### src/rtl/nibble_run_length_encoder_top_macros.svh
// ----------------------------------------------------------------------------
// Assertion macros for the nibble run-length encoder
// ----------------------------------------------------------------------------
`ifndef NIBBLE_RUN_LENGTH_ENCODER_TOP_MACROS_SVH
`define NIBBLE_RUN_LENGTH_ENCODER_TOP_MACROS_SVH

// Same-cycle implication, checked on every rising clock edge outside reset.
`define NRLE_ASSERT_IMP(label, ante, cons, msg) \
   label: assert property (@(posedge clock) disable iff (reset) (ante) |-> (cons)) \
      else $error(msg);

// Next-cycle implication, checked on every rising clock edge outside reset.
`define NRLE_ASSERT_NEXT(label, ante, cons, msg) \
   label: assert property (@(posedge clock) disable iff (reset) (ante) |=> (cons)) \
      else $error(msg);

`endif

### src/rtl/nrle_pkg.sv
`timescale 1ns / 1ps
// ----------------------------------------------------------------------------
// nrle_pkg
// Shared constants and types of the nibble run-length encoder.
// ----------------------------------------------------------------------------
package nrle_pkg;

   localparam int NIBBLE_BITS         = 4;
   localparam int CODE_BITS           = 2 * NIBBLE_BITS;
   localparam logic [NIBBLE_BITS-1:0] RUN_MAX = 4'd15;

   localparam int ROW_WIDTH_BITS      = 16;
   localparam logic [ROW_WIDTH_BITS-1:0] ROW_WIDTH_RESET = 16'd1;

   localparam int COLUMN_BITS_DEFAULT = 16;

   localparam int FIFO_DEPTH          = 4;
   localparam int FIFO_PTR_BITS       = 2;
   localparam int FIFO_COUNT_BITS     = 3;

   typedef struct packed {
      logic [CODE_BITS-1:0] run_code;
      logic                 closes_row;
      logic                 last_of_pixel;
   } nrle_code_type;

   // Up to two codes pushed in one cycle, packed from the first slot on.
   typedef struct packed {
      logic [1:0]    count;
      nrle_code_type first;
      nrle_code_type second;
   } nrle_push_type;

endpackage

### src/rtl/nrle_code_fifo.sv
`timescale 1ns / 1ps
// ----------------------------------------------------------------------------
// nrle_code_fifo
// Small code queue: up to two codes in per cycle, one out per unstalled cycle.
// ----------------------------------------------------------------------------
module nrle_code_fifo
   import nrle_pkg::*;
(
   input  logic          clock,
   input  logic          reset,
   input  nrle_push_type push,
   output logic          almost_full,
   output logic          rsp_valid,
   input  logic          rsp_stall,
   output nrle_code_type head
);

`include "nibble_run_length_encoder_top_macros.svh"

   nrle_code_type              mem_ff [FIFO_DEPTH];
   logic [FIFO_PTR_BITS-1:0]   wr_ptr_ff, wr_ptr_in;
   logic [FIFO_PTR_BITS-1:0]   rd_ptr_ff, rd_ptr_in;
   logic [FIFO_COUNT_BITS-1:0] count_ff, count_in;
   logic [FIFO_PTR_BITS-1:0]   wr_ptr_next;
   logic                       pop;

   assign rsp_valid   = (count_ff != '0);
   assign head        = mem_ff[rd_ptr_ff];
   assign pop         = rsp_valid && !rsp_stall;
   assign almost_full = (count_ff > FIFO_COUNT_BITS'(FIFO_DEPTH - 2));
   assign wr_ptr_next = FIFO_PTR_BITS'(wr_ptr_ff + 1'b1);

   always_comb begin
      wr_ptr_in = FIFO_PTR_BITS'(wr_ptr_ff + push.count);
      rd_ptr_in = FIFO_PTR_BITS'(rd_ptr_ff + {{(FIFO_PTR_BITS-1){1'b0}}, pop});
      count_in  = FIFO_COUNT_BITS'(count_ff + FIFO_COUNT_BITS'(push.count)
                                   - FIFO_COUNT_BITS'(pop));
   end

   always_ff @(posedge clock) begin
      if (reset) begin
         wr_ptr_ff <= '0;
         rd_ptr_ff <= '0;
         count_ff  <= '0;
      end else begin
         wr_ptr_ff <= wr_ptr_in;
         rd_ptr_ff <= rd_ptr_in;
         count_ff  <= count_in;
      end
   end

   always_ff @(posedge clock) begin
      if (push.count != 2'd0) begin
         mem_ff[wr_ptr_ff] <= push.first;
      end
      if (push.count == 2'd2) begin
         mem_ff[wr_ptr_next] <= push.second;
      end
   end

   `NRLE_ASSERT_IMP(a_count_bound, 1'b1, count_ff <= FIFO_COUNT_BITS'(FIFO_DEPTH), "code queue overflow")
   `NRLE_ASSERT_IMP(a_push_room, push.count != 2'd0, !almost_full, "push into a nearly full queue")
   `NRLE_ASSERT_NEXT(a_pop_only, pop && push.count == 2'd0, count_ff == $past(count_ff) - 1'b1, "pop did not drop the count")

endmodule

### src/rtl/nibble_run_length_encoder_top.sv
`timescale 1ns / 1ps
// ----------------------------------------------------------------------------
// nibble_run_length_encoder_top
// Row-bounded run-length encoder for 4-bit pixels, one code byte per run.
// ----------------------------------------------------------------------------
// The block takes one pixel per clock while req_stall is low and answers with
// zero, one or two run codes per pixel. The run state and column counter
// update in the cycle a pixel is accepted; the codes go into a four-entry
// queue that delivers one code per cycle while rsp_stall is low, so the input
// runs at one pixel per clock as long as codes are drained at least as fast
// as they are made. req_stall rises while the queue holds more than two
// codes. A row_width write takes effect on the next pixel and leaves the open
// run and the column alone; a width of zero behaves like a width of one.
module nibble_run_length_encoder_top
   import nrle_pkg::*;
#(
   parameter int COLUMN_BITS = COLUMN_BITS_DEFAULT
)
(
   input  logic                      clock,
   input  logic                      reset,
   input  logic                      csr_write_enable,
   input  logic [ROW_WIDTH_BITS-1:0] csr_write_data,
   input  logic                      req_valid,
   output logic                      req_stall,
   input  logic [NIBBLE_BITS-1:0]    req_pixel_value,
   output logic                      rsp_valid,
   input  logic                      rsp_stall,
   output logic [CODE_BITS-1:0]      rsp_run_code,
   output logic                      rsp_closes_row,
   output logic                      rsp_last_of_pixel
);

`include "nibble_run_length_encoder_top_macros.svh"

   localparam int CMP_BITS = (COLUMN_BITS >= ROW_WIDTH_BITS) ? COLUMN_BITS + 1
                                                             : ROW_WIDTH_BITS + 1;

   logic [ROW_WIDTH_BITS-1:0] row_width_ff, row_width_in;
   logic [NIBBLE_BITS-1:0]    open_value_ff, open_value_in;
   logic [NIBBLE_BITS-1:0]    open_length_ff, open_length_in;
   logic [COLUMN_BITS-1:0]    column_ff, column_in;

   logic                      accept;
   logic                      almost_full;
   logic [CMP_BITS-1:0]       column_plus_one;
   logic [CMP_BITS-1:0]       row_width_ext;
   logic                      row_end;
   logic                      value_change;
   logic                      close_now;
   logic [NIBBLE_BITS-1:0]    run_value;
   logic [NIBBLE_BITS-1:0]    run_length;
   nrle_code_type             change_code;
   nrle_code_type             close_code;
   nrle_push_type             push;
   nrle_code_type             head;

   assign accept    = req_valid && !req_stall;
   assign req_stall = almost_full;

   always_comb begin
      column_plus_one = {{(CMP_BITS-COLUMN_BITS){1'b0}}, column_ff} + CMP_BITS'(1);
      row_width_ext   = {{(CMP_BITS-ROW_WIDTH_BITS){1'b0}}, row_width_ff};
      row_end         = (column_plus_one >= row_width_ext) || (&column_ff);

      value_change = (open_length_ff != '0) && (req_pixel_value != open_value_ff);

      // A fresh run starts on an empty run or a value change.
      if (value_change || open_length_ff == '0) begin
         run_value  = req_pixel_value;
         run_length = NIBBLE_BITS'(1);
      end else begin
         run_value  = open_value_ff;
         run_length = NIBBLE_BITS'(open_length_ff + 1'b1);
      end
      close_now = row_end || (run_length >= RUN_MAX);

      change_code.run_code      = {open_length_ff, open_value_ff};
      change_code.closes_row    = 1'b0;
      change_code.last_of_pixel = !close_now;

      close_code.run_code       = {run_length, run_value};
      close_code.closes_row     = row_end;
      close_code.last_of_pixel  = 1'b1;

      push.count  = 2'd0;
      push.first  = close_code;
      push.second = close_code;
      if (accept) begin
         if (value_change) begin
            push.first = change_code;
            push.count = close_now ? 2'd2 : 2'd1;
         end else begin
            push.count = close_now ? 2'd1 : 2'd0;
         end
      end

      row_width_in   = csr_write_enable ? csr_write_data : row_width_ff;
      open_value_in  = open_value_ff;
      open_length_in = open_length_ff;
      column_in      = column_ff;
      if (accept) begin
         open_value_in  = run_value;
         open_length_in = close_now ? '0 : run_length;
         column_in      = row_end ? '0 : COLUMN_BITS'(column_ff + 1'b1);
      end
   end

   always_ff @(posedge clock) begin
      if (reset) begin
         row_width_ff   <= ROW_WIDTH_RESET;
         open_value_ff  <= '0;
         open_length_ff <= '0;
         column_ff      <= '0;
      end else begin
         row_width_ff   <= row_width_in;
         open_value_ff  <= open_value_in;
         open_length_ff <= open_length_in;
         column_ff      <= column_in;
      end
   end

   nrle_code_fifo u_code_fifo (
      .clock       (clock),
      .reset       (reset),
      .push        (push),
      .almost_full (almost_full),
      .rsp_valid   (rsp_valid),
      .rsp_stall   (rsp_stall),
      .head        (head)
   );

   assign rsp_run_code      = head.run_code;
   assign rsp_closes_row    = head.closes_row;
   assign rsp_last_of_pixel = head.last_of_pixel;

   `NRLE_ASSERT_IMP(a_close_is_last, rsp_valid && rsp_closes_row, rsp_last_of_pixel, "row close not last code of pixel")
   `NRLE_ASSERT_IMP(a_length_nonzero, rsp_valid, rsp_run_code[CODE_BITS-1:NIBBLE_BITS] != '0, "run code with zero length")
   `NRLE_ASSERT_NEXT(a_row_restart, accept && row_end, column_ff == '0 && open_length_ff == '0, "row end left state open")

endmodule
### config.mk
export PLATFORM = sky130hd
export DESIGN_NAME = nibble_run_length_encoder_top
export DESIGN_NICKNAME = d
export VERILOG_FILES = /design/src/rtl/nrle_pkg.sv /design/src/rtl/nrle_code_fifo.sv /design/src/rtl/nibble_run_length_encoder_top.sv
export VERILOG_INCLUDE_DIRS = /design/src /design/src/rtl
export SDC_FILE = /design/constraint.sdc
export NUM_CORES = 1
export LEC_CHECK = 0
export BUFFER_PORTS_ARGS = -buffer_cell sky130_fd_sc_hd__buf_2
export CORE_MARGIN = 5
export CORE_UTILIZATION = 55
export DETAILED_ROUTE_END_ITERATION = 7
export GPL_ROUTABILITY_DRIVEN = 1
export PLACE_DENSITY = 0.74
export SYNTH_ARGS = -nofsm -noshare
export SYNTH_HDL_FRONTEND = slang
export SYNTH_SLANG_ARGS = --single-unit
### constraint.sdc
create_clock -name clock -period 9.6 [get_ports clock]
set_input_delay 0.96 -clock clock [delete_from_list [all_inputs] [get_ports clock]]
set_output_delay 0.96 -clock clock [all_outputs]
set_load 0.02 [all_outputs]
==> results of run 1 <==
==> worst max-delay path, stage by stage (launching register included) <==
cell and delay (ps):
sky130_fd_sc_hd__dfxtp_1 420, sky130_fd_sc_hd__ha_1 250, sky130_fd_sc_hd__nand3_1 240, sky130_fd_sc_hd__nor3_2 360, sky130_fd_sc_hd__nand4_1 220, sky130_fd_sc_hd__xnor2_1 180
sky130_fd_sc_hd__ha_1 320, sky130_fd_sc_hd__nand4_1 80, sky130_fd_sc_hd__or2_2 290, sky130_fd_sc_hd__nor3_1 350, sky130_fd_sc_hd__a211oi_4 120, sky130_fd_sc_hd__and2_1 240
sky130_fd_sc_hd__nand2_1 110, sky130_fd_sc_hd__ha_1 180, sky130_fd_sc_hd__nand3_1 140, sky130_fd_sc_hd__nor2_1 270, sky130_fd_sc_hd__nand3_1 290, sky130_fd_sc_hd__and2_1 290
sky130_fd_sc_hd__inv_1 290
==> layout make-up <==
class	count	area [um^2]
repair buffers	38	195
well taps	108	135
inverters	29	109
clock inverters	7	71.3
clock buffers	9	124
fillers	728	3410
multi-input cells	359	2490
flip-flops and latches	87	2100
==> cell families after synthesis <==
logic type,count (synthesis),synth area share
fa+ha+maj,27,0.0717
xor+xnor,25,0.0455
compound gates,94,0.129
flops,87,0.436
buf+inv,54,0.0462
simple gates,188,0.194
mux,25,0.0779
==> registers in the layout, indices dropped and copies added, names as in the netlist <==
register / count
open_value_ff: 4
u_code_fifo.count_ff: 3
u_code_fifo.wr_ptr_ff: 2
open_length_ff: 4
u_code_fifo.rd_ptr_ff: 2
u_code_fifo.mem_ff: 40
row_width_ff: 16
column_ff: 16
==> power breakdown <==
| part | switching [mW] | leakage, nW | internal, mW |
|---|---|---|---|
| clock network | 0.134 | 0.0898 | 0.121 |
| registers | 0.0365 | 0.757 | 0.417 |
| logic | 0.150 | 1.17 | 0.115 |
==> metal layers <==
layer	GRT usage	up-vias	share of wire
li1	-	1860	-
met1	0.246	1782	0.43
met2	0.341	112	0.51
met3	0.0373	18	0.048
met4	0.0600	0	0.020
met5	0	-	0
==> final timing paths <==
| check | start | to | cells after the start |
|---|---|---|---|
| worst max-delay path | column_ff[0]$_SDFFE_PP0P_ | u_code_fifo.mem_ff[0][5]$_DFFE_PP_ | 18 |
| worst max register to register | column_ff[0]$_SDFFE_PP0P_ | u_code_fifo.mem_ff[0][5]$_DFFE_PP_ | 18 |
| worst min register to register | column_ff[8]$_SDFFE_PP0P_ | column_ff[8]$_SDFFE_PP0P_ | 2 |
| worst min-delay path | column_ff[8]$_SDFFE_PP0P_ | column_ff[8]$_SDFFE_PP0P_ | 2 |
==> layout by cell type (no fill, tap or decap), types with 11 or more instances in the layout <==
cell type	instances
sky130_fd_sc_hd__dfxtp_1	51
sky130_fd_sc_hd__nand2_1	47
sky130_fd_sc_hd__nor2_1	42
sky130_fd_sc_hd__buf_2	36
sky130_fd_sc_hd__edfxtp_1	36
sky130_fd_sc_hd__a21oi_1	35
sky130_fd_sc_hd__nand3_1	30
sky130_fd_sc_hd__inv_1	29
sky130_fd_sc_hd__ha_1	26
sky130_fd_sc_hd__nand4_1	16
sky130_fd_sc_hd__a22o_1	16
sky130_fd_sc_hd__mux2i_1	15
sky130_fd_sc_hd__xnor2_1	14
sky130_fd_sc_hd__nor2b_1	12
sky130_fd_sc_hd__xor2_1	11
==> per-stage QoR <==
step | hold slack [ps] | total power [mW] | utilization | worst slack [ps]
after floorplan | 432 | 0.661 | - | 5320
after global placement | 443 | 0.722 | 0.583 | 4940
after detailed placement | 459 | 0.730 | 0.583 | 4700
after CTS | 472 | 0.983 | 0.605 | 4640
after global routing | 502 | 1.04 | 0.605 | 4220
final | 465 | 0.973 | 0.605 | 4630
==> results.md, run 1 <==
- The mapped netlist covers 4820 um^2.
- At the worst endpoint, the arrival time is about 5000 ps.
- The net count of the mapped netlist is about 550.
- TritonCTS built the clock tree.
- The slew at the pin closest to its max-slew limit is 987 ps.
- From synthesis to final layout, the design area changed by 8.55%.
- The maximum clock frequency is 0.201 GHz.
- The number of enable-type register cells in the synthesized netlist is 36.
- The shortest clock period the worst path allows after layout is around 5000 ps.
- Counting along the longest clock path gives a buffer depth of 2.
- The sum of overflow across all layers after global routing is 0.
- The cell area after layout is 5230 um^2.
- Entering global routing, the biggest net connects around 50 pins.
- The worst setup path is of the reg -> reg kind.
- The share of synthesized area occupied by flip-flops and latches is 0.436.
- The fraction of registers with async set or reset after synthesis is 0.
- The kind of end point of the critical path is a register.
- The number of hold-slack violations in the final timing report is 0.
- Among all flip-flop cells after synthesis, the most frequent one is sky130_fd_sc_hd__dfxtp_1.
- The fraction of final layout cells sized beyond drive strength 1 is 0.130.
- The count of antenna-violating nets left after detailed routing is 0.
- The post-synthesis cell type count is 45.
- The clock latency on the worst-skew pair is 360 ps.
- Before antenna repair, the detailed router went through 5 iterations.
- The count of cells in the finished layout, fillers not included, comes to around 640.
- The number of maximum-capacitance violations is 0.
- At the end of routability-driven placement, the weighted congestion stood at slightly below 0.9.
- The flow ran to the end, and the final reports show no timing, DRC or antenna violations.
- The HPWL after detailed placement is 7.49 mm.
- By count the netlist is led by sky130_fd_sc_hd__dfxtp_1, sky130_fd_sc_hd__nand2_1, sky130_fd_sc_hd__nor2_1.
- The number of antenna violations at the first check in global routing is 0.
- The class of the tightest hold or removal check is reg -> reg.
- Along the worst path, the maximum fanout reaches 9.
- For this design the ratio of total power to cell area is 186 nW/um^2.
- The initial cell density of the core is 0.558.
- The floorplan has 34 rows.
- Setup violations remaining at the end of the flow were counted as 0.
- The quantity of gates resized following cts is 0.
- The analysis attributes to cell leakage a power of 2.02 nW.
- The area share of the largest cell type after synthesis is 0.224.
- The max-slew violation count is 0.
- The area of the core region is 8640 um^2.
- The number of global-route vias before repair is 3704.
- The most area-hungry cell type in the Yosys netlist is sky130_fd_sc_hd__edfxtp_1.
- Synthesis produced a netlist whose cell count is 500.
- Dividing the detail-routed wire length by the instance count gives around 16 um.
- The synthesis warning total is 0.
- Across every metal layer, demand over resource in global routing totals 0.196.
- The cell sitting at the root of the clock tree is a sky130_fd_sc_hd__clkbuf_8.
- In this run, synthesis produced a sequential element count of 87.
- The global-route wire length before repair is 17.6 mm.
- Dividing the detail-routed via count by the number of cells gives between 5 and 6.
- The cell with the most instances after synthesis is sky130_fd_sc_hd__dfxtp_1.
- The required time of the critical path is 9620 ps.
- The instance count after placement with tap cells included is slightly above 600.
- In the post-synthesis netlist, the biggest area contributors are sky130_fd_sc_hd__edfxtp_1, sky130_fd_sc_hd__dfxtp_1, sky130_fd_sc_hd__ha_1.
- Setup repair after global routing left no endpoint under its margin.
- The count of pins on the block boundary is 37.
- CTS built an H-tree with a depth of 3.
- Buffers inserted to repair hold after CTS numbered 0.
- The tree built by TritonCTS fans out to 87 sinks.
- The worst IR drop on VDD is 0.0000792 V.
- Measured along the x axis, the die boundary spans between 100 and 150 um.
- The placed instances occupy a cell area of 5030 um^2.
- The net count of the finished layout is 576.
- The count of buffers inserted at the top-level ports is 36.
- The die covers 10700 um^2.
- The CTS buffer count is 9.
- The worst-case headroom to the max-slew limit is 0.340.
- For the final database, setup skew stands at 9.81 ps.
- The final routed DRC violation total is 0.
- Across all register-to-register paths, the minimum setup slack is 4630 ps.
- The setup TNS after final layout is 0 ps.
- The worst setup path is launched from a register.
- The post-CTS setup-driven buffer insertion count is 0.
- The floorplan die height is 104 um.
- The number of vias after detailed routing is 3772.
- Dividing the final minimum period by the clock period gives 0.518.
- The antenna diode count is 0.
- The total wire length after detailed routing is slightly above 10 mm.
- Dividing the synthesized area by the synthesized cell count gives ~9.6 um^2.
- The count of routing violations after the opening detailed-route iteration is 197.
- The clock edge transition at the registers on the reported setup and hold paths is 90 ps.
Power figures use the tool's default switching activity.
==> run 2: changes to the inputs <==
--- a/config.mk
+++ b/config.mk
@@ -8,10 +8,10 @@
 export LEC_CHECK = 0
 export BUFFER_PORTS_ARGS = -buffer_cell sky130_fd_sc_hd__buf_2
 export CORE_MARGIN = 5
-export CORE_UTILIZATION = 55
+export CORE_UTILIZATION = 54
 export DETAILED_ROUTE_END_ITERATION = 7
 export GPL_ROUTABILITY_DRIVEN = 1
-export PLACE_DENSITY = 0.74
+export PLACE_DENSITY = 0.76
 export SYNTH_ARGS = -nofsm -noshare
 export SYNTH_HDL_FRONTEND = slang
 export SYNTH_SLANG_ARGS = --single-unit
==> constraint.sdc (replaced) <==
create_clock -name clock -period 4.3 [get_ports clock]
set_input_delay 0.43 -clock clock [delete_from_list [all_inputs] [get_ports clock]]
set_output_delay 0.43 -clock clock [all_outputs]
set_load 0.02 [all_outputs]
==> run 2 against run 1 <==
Net effect: via count rose by 2.2%; core utilization rose by 2.9 points; non-clock buffer count rose by 24; sequential power rose by 120%; largest power group unchanged.
==> results.md, run 2 (synthesized netlist as in run 1, its figures left out) <==
- The required time of the critical path is 4520 ps (was 9620 ps).
- The slew at the pin closest to its max-slew limit is 905 ps (was 987 ps).
- The total power divided by cell area is 411 nW/um^2 (was 186 nW/um^2).
- The instance count after placement with tap cells included came to 642 (was 621).
- The leakage power total was 2.13 nW (was 2.02 nW).
- The ratio of final minimum period to clock period is 0.959 (was 0.518).
- The floorplan die height came to 104 um (about the same).
- Result of the run: completed (unchanged).
- The most common cell after layout, fill and taps aside is sky130_fd_sc_hd__dfxtp_1 (unchanged).
- The startpoint of the worst register-to-register path is column_ff[7]$_SDFFE_PP0P_ (was column_ff[0]$_SDFFE_PP0P_).
- The number of hold-slack violations in the final timing report is 0 (unchanged).
- The initial cell density of the core is 0.552 (was 0.558).
- The class of the tightest hold or removal check is in -> reg (was reg -> reg).
- The setup TNS after final layout came to 0 ps (unchanged).
- The count of final setup violators is 0 (unchanged).
- The clock edge transition at the registers on the reported setup and hold paths is 90 ps (about the same).
- The cell area after layout is 5530 um^2 (was 5230 um^2).
- The number of hold buffers added after cts came to 0 (unchanged).
- The largest register by flop count is u_code_fifo.mem_ff (unchanged).
- The critical register-to-register path endpoint is u_code_fifo.count_ff[2]$_SDFF_PP0_ (was u_code_fifo.mem_ff[0][5]$_DFFE_PP_).
- The cell with the largest stage delay on the worst path is sky130_fd_sc_hd__or3_4 (was sky130_fd_sc_hd__dfxtp_1).
- The number of maximum-capacitance violations is 0 (unchanged).
- The total global-route track usage is 0.193 (was 0.196).
- The multi-input gate area in the final layout was 2550 um^2 (was 2490 um^2).
- The critical setup path kind is reg -> reg (unchanged).
- The fraction of final layout cells sized beyond drive strength 1 was 0.205 (was 0.130).
- The element type at the critical path start is a register (unchanged).
- The half-perimeter wire length of the detailed placement result came to 7.49 mm (about the same).
- The maximum clock frequency is 0.242 GHz (was 0.201 GHz).
- The instance area after placement came to 5190 um^2 (was 5030 um^2).
- The per-cell via count in the routed design is 5.82 (was 5.92).
- The global-route wire length before repair is 17.6 mm (about the same).
- The number of global-route vias before repair is 3776 (was 3704).
- The worst hold margin is 297 ps (was 465 ps).
- The launching instance or port of the critical path is column_ff[7]$_SDFFE_PP0P_ (was column_ff[0]$_SDFFE_PP0P_).
- The clock latency on the worst-skew pair is 350 ps (was 360 ps).
- The data arrival at the endpoint of the critical path is 4340 ps (was 4990 ps).
- The TritonCTS clock tree was yes (unchanged).
- The count of buffers inserted at the top-level ports is 36 (unchanged).
- The number of antenna violations at the first check in global routing is 0 (unchanged).
- The buffer and inverter count on the worst path was 0 (was 1).
- The largest stage delay on the critical path is 450 ps (was 420 ps).
- The maximum fanout encountered on the critical timing path is 5 (was 9).
- The worst setup skew after layout was 16.2 ps (was 9.81 ps).
- The antenna diode count is 0 (unchanged).
- CP cell instances: nand4_1, or3_4, nor2_2, xor2_1, ha_1, nand3_1, or2_2, o21ai_2, a211oi_4, and2_1, nand2_1, ha_1, nand3_2, ha_4, fa_1, xnor2_1, xnor2_1, nor2_1 (was ha_1, nand3_1, nor3_2, nand4_1, xnor2_1, ha_1, nand4_1, or2_2, nor3_1, a211oi_4, and2_1, nand2_1, ha_1, nand3_1, nor2_1, nand3_1, and2_1, inv_1).
- The flop-to-flop setup slack is 180 ps (was 4630 ps).
- The floorplan die area came to 10900 um^2 (was 10700 um^2).
- The number of vias after detailed routing is 3856 (was 3772).
- The worst-case headroom to the max-slew limit is 0.397 (was 0.340).
- The flip-flop count of the largest register, all copies and words added is 40 (unchanged).
- The kind of end point of the critical path is a register (unchanged).
- The count of pins on the block boundary is 37 (unchanged).
- The setup slack at placement is -133 ps (was 4700 ps).
- Most frequent cells in the layout: sky130_fd_sc_hd__dfxtp_1, sky130_fd_sc_hd__nand2_1, sky130_fd_sc_hd__nor2_1 (unchanged).
- The count of routing violations after the opening detailed-route iteration is 208 (was 197).
- The H-tree depth was 3 (unchanged).
- The logic depth of the worst register-to-register path is 18 (unchanged).
- The family of cells with the greatest summed delay on the critical path was simple AND/OR/NAND/NOR gates (unchanged).
- The width of the die was 104 um (about the same).
- The timing endpoint of the critical path is u_code_fifo.count_ff[2]$_SDFF_PP0_ (was u_code_fifo.mem_ff[0][5]$_DFFE_PP_).
- The clock tree buffer depth is 2 (unchanged).
- The worst IR drop on VDD is 0.000180 V (was 0.0000792 V).
- The site row count is 34 (unchanged).
- The pin count of the biggest net entering global routing is 51 (unchanged).
- The worst setup margin came to 175 ps (was 4630 ps).
- The area used by sequential logic in the layout is 2110 um^2 (was 2100 um^2).
- The shortest clock period the worst path allows after layout is 4120 ps (was 4970 ps).
- The count of antenna-violating nets left after detailed routing is 0 (unchanged).
- The sum of overflow across all layers after global routing is 0 (unchanged).
- The total wire length after detailed routing is 10.5 mm (was 10.2 mm).
- The clock tree root driver cell was sky130_fd_sc_hd__clkbuf_8 (unchanged).
- The final weighted congestion in routability-driven placement is 0.915 (was 0.872).
- Regs by FF count: u_code_fifo.mem_ff: 40 flops, column_ff: 16 flops, row_width_ff: 16 flops (unchanged).
- The final routed DRC violation total is 0 (unchanged).
- The filler cell count is 689 (was 728).
- The number of logic stages on the critical path including buffering is 18 (unchanged).
- The detailed-route wire length per cell is 15.9 um (was 16.0 um).
- The CTS buffer count is 9 (unchanged).
- The max-slew violation count came to 0 (unchanged).
- The total clock sinks was 87 (unchanged).
- The area growth from synthesis to layout came to 14.8% (was 8.55%).
- The number of nets at the end of the flow is 602 (was 576).
- The first-pass iteration count of the detailed router came to 7 (was 5).
- The final cell count without fillers came to 663 (was 637).
- The area of the core region is 8720 um^2 (was 8640 um^2).
-- run 2: power by group --
part           switching, mW  total, mW  internal (mW)  leakage (nW)
Sequential            0.0786       1.01          0.931         0.758
Clock                  0.305      0.637          0.332         0.104
Combinational          0.354      0.628          0.274          1.27
-- run 2: per-stage QoR --
step	power (mW)	utilization
global route	2.40	0.634
floorplan	1.48	-
finish	2.27	0.634
global placement	1.62	0.595
detailed placement	1.64	0.595
CTS	2.27	0.621
-- run 2: worst min path at each step --
stage | start | to | slack (ps) | cells after the start
floorplan | column_ff[8]$_SDFFE_PP0P_ | column_ff[8]$_SDFFE_PP0P_ | 430 | 2
global route | csr_write_data[0] | row_width_ff[0]$_SDFFE_PP1P_ | 300 | 2
CTS | csr_write_data[0] | row_width_ff[0]$_SDFFE_PP1P_ | 280 | 2
global placement | column_ff[8]$_SDFFE_PP0P_ | column_ff[8]$_SDFFE_PP0P_ | 440 | 2
finish | csr_write_data[0] | row_width_ff[0]$_SDFFE_PP1P_ | 300 | 2
detailed placement | column_ff[8]$_SDFFE_PP0P_ | column_ff[8]$_SDFFE_PP0P_ | 450 | 2
-- run 2: what timing repair did --
| action | in CTS | in global routing |
|---|---|---|
| pin swaps | 1 | 5 |
| resized for setup | 1 | 22 |
| gates cloned | 0 | 2 |
| endpoints found under the setup margin | 27 | 65 |
| setup buffers | 0 | 3 |
-- run 2: cell type report --
| cell class | instances | share of cell area |
|---|---|---|
| clock buffer | 10 | 0.0231 |
| timing repair inverter | 2 | 0.00271 |
| inverter | 29 | 0.0224 |
| sequential | 87 | 0.381 |
| timing repair buffer | 62 | 0.0679 |
| tap | 108 | 0.0244 |
| clock inverter | 6 | 0.0167 |
| multi-input combinational | 359 | 0.462 |
-- run 2: metal layers --
metal  part of all wire  track usage  up-vias
met3              0.051       0.0341       21
li1                   -            -     1897
met1               0.41        0.235     1802
met4              0.015       0.0518        0
met5                  0            0        -
met2               0.52        0.350      136
==> run 3: changes to the inputs <==
--- a/config.mk
+++ b/config.mk
@@ -6,12 +6,13 @@
 export SDC_FILE = /design/constraint.sdc
 export NUM_CORES = 1
 export LEC_CHECK = 0
-export BUFFER_PORTS_ARGS = -buffer_cell sky130_fd_sc_hd__buf_2
+export CORE_ASPECT_RATIO = 0.9
 export CORE_MARGIN = 5
-export CORE_UTILIZATION = 54
+export CORE_UTILIZATION = 55
 export DETAILED_ROUTE_END_ITERATION = 7
+export DONT_BUFFER_PORTS = 1
 export GPL_ROUTABILITY_DRIVEN = 1
-export PLACE_DENSITY = 0.76
+export PLACE_DENSITY = 0.73
 export SYNTH_ARGS = -nofsm -noshare
 export SYNTH_HDL_FRONTEND = slang
 export SYNTH_SLANG_ARGS = --single-unit
==> constraint.sdc (replaced) <==
create_clock -name clock -period 4.3 [get_ports clock]
set_input_delay 0.215 -clock clock [delete_from_list [all_inputs] [get_ports clock]]
set_output_delay 0.215 -clock clock [all_outputs]
set_load 0.02 [all_outputs]
==> run 3 against run 2 <==
Net effect: global-route usage grew 1.2 points; final cell count fell by 0.60%; largest cell class unchanged; critical path depth unchanged.
==> results.md, run 3 (synthesized netlist as in run 1, its figures left out) <==
- The kind of end point of the critical path is a register (unchanged).
- The element type at the critical path start is a register (unchanged).
- The number of global-route vias before repair is 3614 (was 3776).
- The leakage power total is 2.11 nW (was 2.13 nW).
- The filler cell count is 729 (was 689).
- The number of hold-slack violations in the final timing report was 0 (unchanged).
- The clock tree root driver cell is sky130_fd_sc_hd__clkbuf_8 (unchanged).
- The buffer and inverter count on the worst path is 1 (was 0).
- The maximum fanout encountered on the critical timing path is 5 (unchanged).
- The width of the die is 109 um (was 104 um).
- The largest stage delay on the critical path is 470 ps (was 450 ps).
- The max-slew violation count is 0 (unchanged).
- The count of buffers inserted at the top-level ports is 0 (was 36).
- The H-tree depth is 3 (unchanged).
- The maximum clock frequency is 0.242 GHz (about the same).
- The worst-case headroom to the max-slew limit is 0.475 (was 0.397).
- The cell with the largest stage delay on the worst path is sky130_fd_sc_hd__or3_4 (unchanged).
- The critical setup path kind is reg -> reg (unchanged).
- Most frequent cells in the layout: sky130_fd_sc_hd__dfxtp_1, sky130_fd_sc_hd__nand2_1, sky130_fd_sc_hd__nor2_1 (unchanged).
- The total global-route track usage is 0.206 (was 0.193).
- The first-pass iteration count of the detailed router is 5 (was 7).
- The number of antenna violations at the first check in global routing came to 0 (unchanged).
- The number of vias after detailed routing came to 3816 (was 3856).
- The setup TNS after final layout was 0 ps (unchanged).
- The class of the tightest hold or removal check is in -> reg (unchanged).
- The shortest clock period the worst path allows after layout is 4130 ps (was 4120 ps).
- The count of pins on the block boundary was 37 (unchanged).
- The area growth from synthesis to layout is 15.2% (was 14.8%).
- The sum of overflow across all layers after global routing is 0 (unchanged).
- The ratio of final minimum period to clock period came to 0.961 (was 0.959).
- Regs by FF count: u_code_fifo.mem_ff: 40 flops, column_ff: 16 flops, row_width_ff: 16 flops (unchanged).
- The TritonCTS clock tree is yes (unchanged).
- The antenna diode count was 0 (unchanged).
- The flip-flop count of the largest register, all copies and words added is 40 (unchanged).
- The worst setup skew after layout is 13.0 ps (was 16.2 ps).
- The site row count was 32 (was 34).
- The floorplan die area is 10700 um^2 (was 10900 um^2).
- The floorplan die height is 98.8 um (was 104 um).
- The count of final setup violators is 0 (unchanged).
- The area of the core region is 8570 um^2 (was 8720 um^2).
- The initial cell density of the core is 0.562 (was 0.552).
- The family of cells with the greatest summed delay on the critical path is simple AND/OR/NAND/NOR gates (unchanged).
- The total clock sinks is 87 (unchanged).
- The pin count of the biggest net entering global routing was 48 (was 51).
- The detailed-route wire length per cell came to 16.1 um (was 15.9 um).
- The final routed DRC violation total was 0 (unchanged).
- The final weighted congestion in routability-driven placement was 0.969 (was 0.915).
- The cell occurring most often along the worst timing path is sky130_fd_sc_hd__xnor2_1.
- The number of maximum-capacitance violations was 0 (unchanged).
- The clock tree buffer depth is 2 (unchanged).
- The total wire length after detailed routing came to 10.6 mm (was 10.5 mm).
- The multi-input gate area in the final layout is 2560 um^2 (was 2550 um^2).
- The required time of the critical path is 4550 ps (was 4520 ps).
- The number of nets at the end of the flow was 587 (was 602).
- The most common cell after layout, fill and taps aside was sky130_fd_sc_hd__dfxtp_1 (unchanged).
- Result of the run: completed (unchanged).
- The core occupancy in the finished layout is 0.647 (was 0.634).
- The CTS buffer count came to 9 (unchanged).
- The count of routing violations after the opening detailed-route iteration is 281 (was 208).
- The clock edge transition at the registers on the reported setup and hold paths is 80 ps (was 90 ps).
- CP cell instances: nand4_1, or3_4, buf_4, xnor2_1, ha_1, nand4_1, or2_2, nor3_4, a211oi_4, and2_1, nand2_1, ha_1, nand3_2, ha_4, fa_1, xnor2_1, xnor2_1, nor2_1 (was nand4_1, or3_4, nor2_2, xor2_1, ha_1, nand3_1, or2_2, o21ai_2, a211oi_4, and2_1, nand2_1, ha_1, nand3_2, ha_4, fa_1, xnor2_1, xnor2_1, nor2_1).
- The slew at the pin closest to its max-slew limit came to 784 ps (was 905 ps).
- The count of antenna-violating nets left after detailed routing is 0 (unchanged).
- The fraction of final layout cells sized beyond drive strength 1 is 0.141 (was 0.205).
- The global-route wire length before repair was 17.5 mm (was 17.6 mm).
- The per-cell via count in the routed design came to 5.79 (was 5.82).
- The area used by sequential logic in the layout is 2100 um^2 (was 2110 um^2).
- The largest register by flop count is u_code_fifo.mem_ff (unchanged).
- The flop-to-flop setup slack is 170 ps (was 180 ps).
- The clock latency on the worst-skew pair is 360 ps (was 350 ps).
- The data arrival at the endpoint of the critical path was 4380 ps (was 4340 ps).
- The worst IR drop on VDD is 0.000241 V (was 0.000180 V).
- The total power divided by cell area is 388 nW/um^2 (was 411 nW/um^2).
- The half-perimeter wire length of the detailed placement result is 7.54 mm (was 7.49 mm).
-- run 3: cell count changes in the layout (fill, tap and decap cells not counted), moves of 2 or more --
cell,change
sky130_fd_sc_hd__inv_1,+3
sky130_fd_sc_hd__dlygate4sd3_1,+20
sky130_fd_sc_hd__buf_2,-36
sky130_fd_sc_hd__clkinvlp_4,-6
sky130_fd_sc_hd__clkinv_2,+2
-- run 3: area by class of cell --
cell class,instances,share of cell area
Clock inverter,6,0.0111
Multi-Input combinational cell,359,0.462
Inverter,29,0.0203
Timing Repair Buffer,48,0.0762
Timing Repair inverter,1,0.00135
Sequential cell,87,0.379
Tap cell,119,0.0268
Clock buffer,10,0.0230
-- run 3: repair_timing --
action,4_1_cts,5_1_grt
endpoints found under the hold margin,47,0
setup endpoints to repair,19,69
gates resized for setup,1,19
pin swaps,0,6
hold buffers,21,0
cloned,0,1
buffers inserted,0,2
-- run 3: where the power goes --
| part | leakage, nW | total [mW] | switching, mW | internal (mW) |
|---|---|---|---|---|
| logic | 1.25 | 0.587 | 0.335 | 0.252 |
| clock network | 0.0981 | 0.557 | 0.289 | 0.268 |
| registers | 0.758 | 1.01 | 0.0793 | 0.930 |
| total | 2.11 | 2.15 | 0.703 | 1.45 |
-- run 3: final timing paths --
path | cells past startpoint | from | to
max | 18 | column_ff[4]$_SDFFE_PP0P_ | u_code_fifo.count_ff[2]$_SDFF_PP0_
min | 2 | csr_write_data[4] | row_width_ff[4]$_SDFFE_PP0P_
max reg2reg | 18 | column_ff[4]$_SDFFE_PP0P_ | u_code_fifo.count_ff[2]$_SDFF_PP0_
min reg2reg | 2 | column_ff[8]$_SDFFE_PP0P_ | column_ff[8]$_SDFFE_PP0P_
-- run 3: per-stage QoR --
| stage | hold slack, ps | std cells | cell area (um^2) | total power [mW] | worst slack, ps |
|---|---|---|---|---|---|
| 4_1_cts | 0.900 | 656 | 5450 | 2.16 | 15.3 |
| 3_3_place_gp | 291 | 619 | 5040 | 1.56 | 65.7 |
| 6_report | 21.1 | 659 | 5550 | 2.15 | 167 |
| 3_5_place_dp | 293 | 619 | 5040 | 1.58 | -57.4 |
| 2_1_floorplan | 337 | 500 | 4820 | 1.48 | 24.2 |
| 5_1_grt | 1.91 | 659 | 5550 | 2.28 | -30.5 |
-- run 3: per-layer routing --
layer	wire length, um	up-vias	GRT usage
li1	-	1877	-
met1	4820	1805	0.293
met2	4980	122	0.317
met3	658	12	0.0465
met4	128	0	0.0553
met5	0	-	0
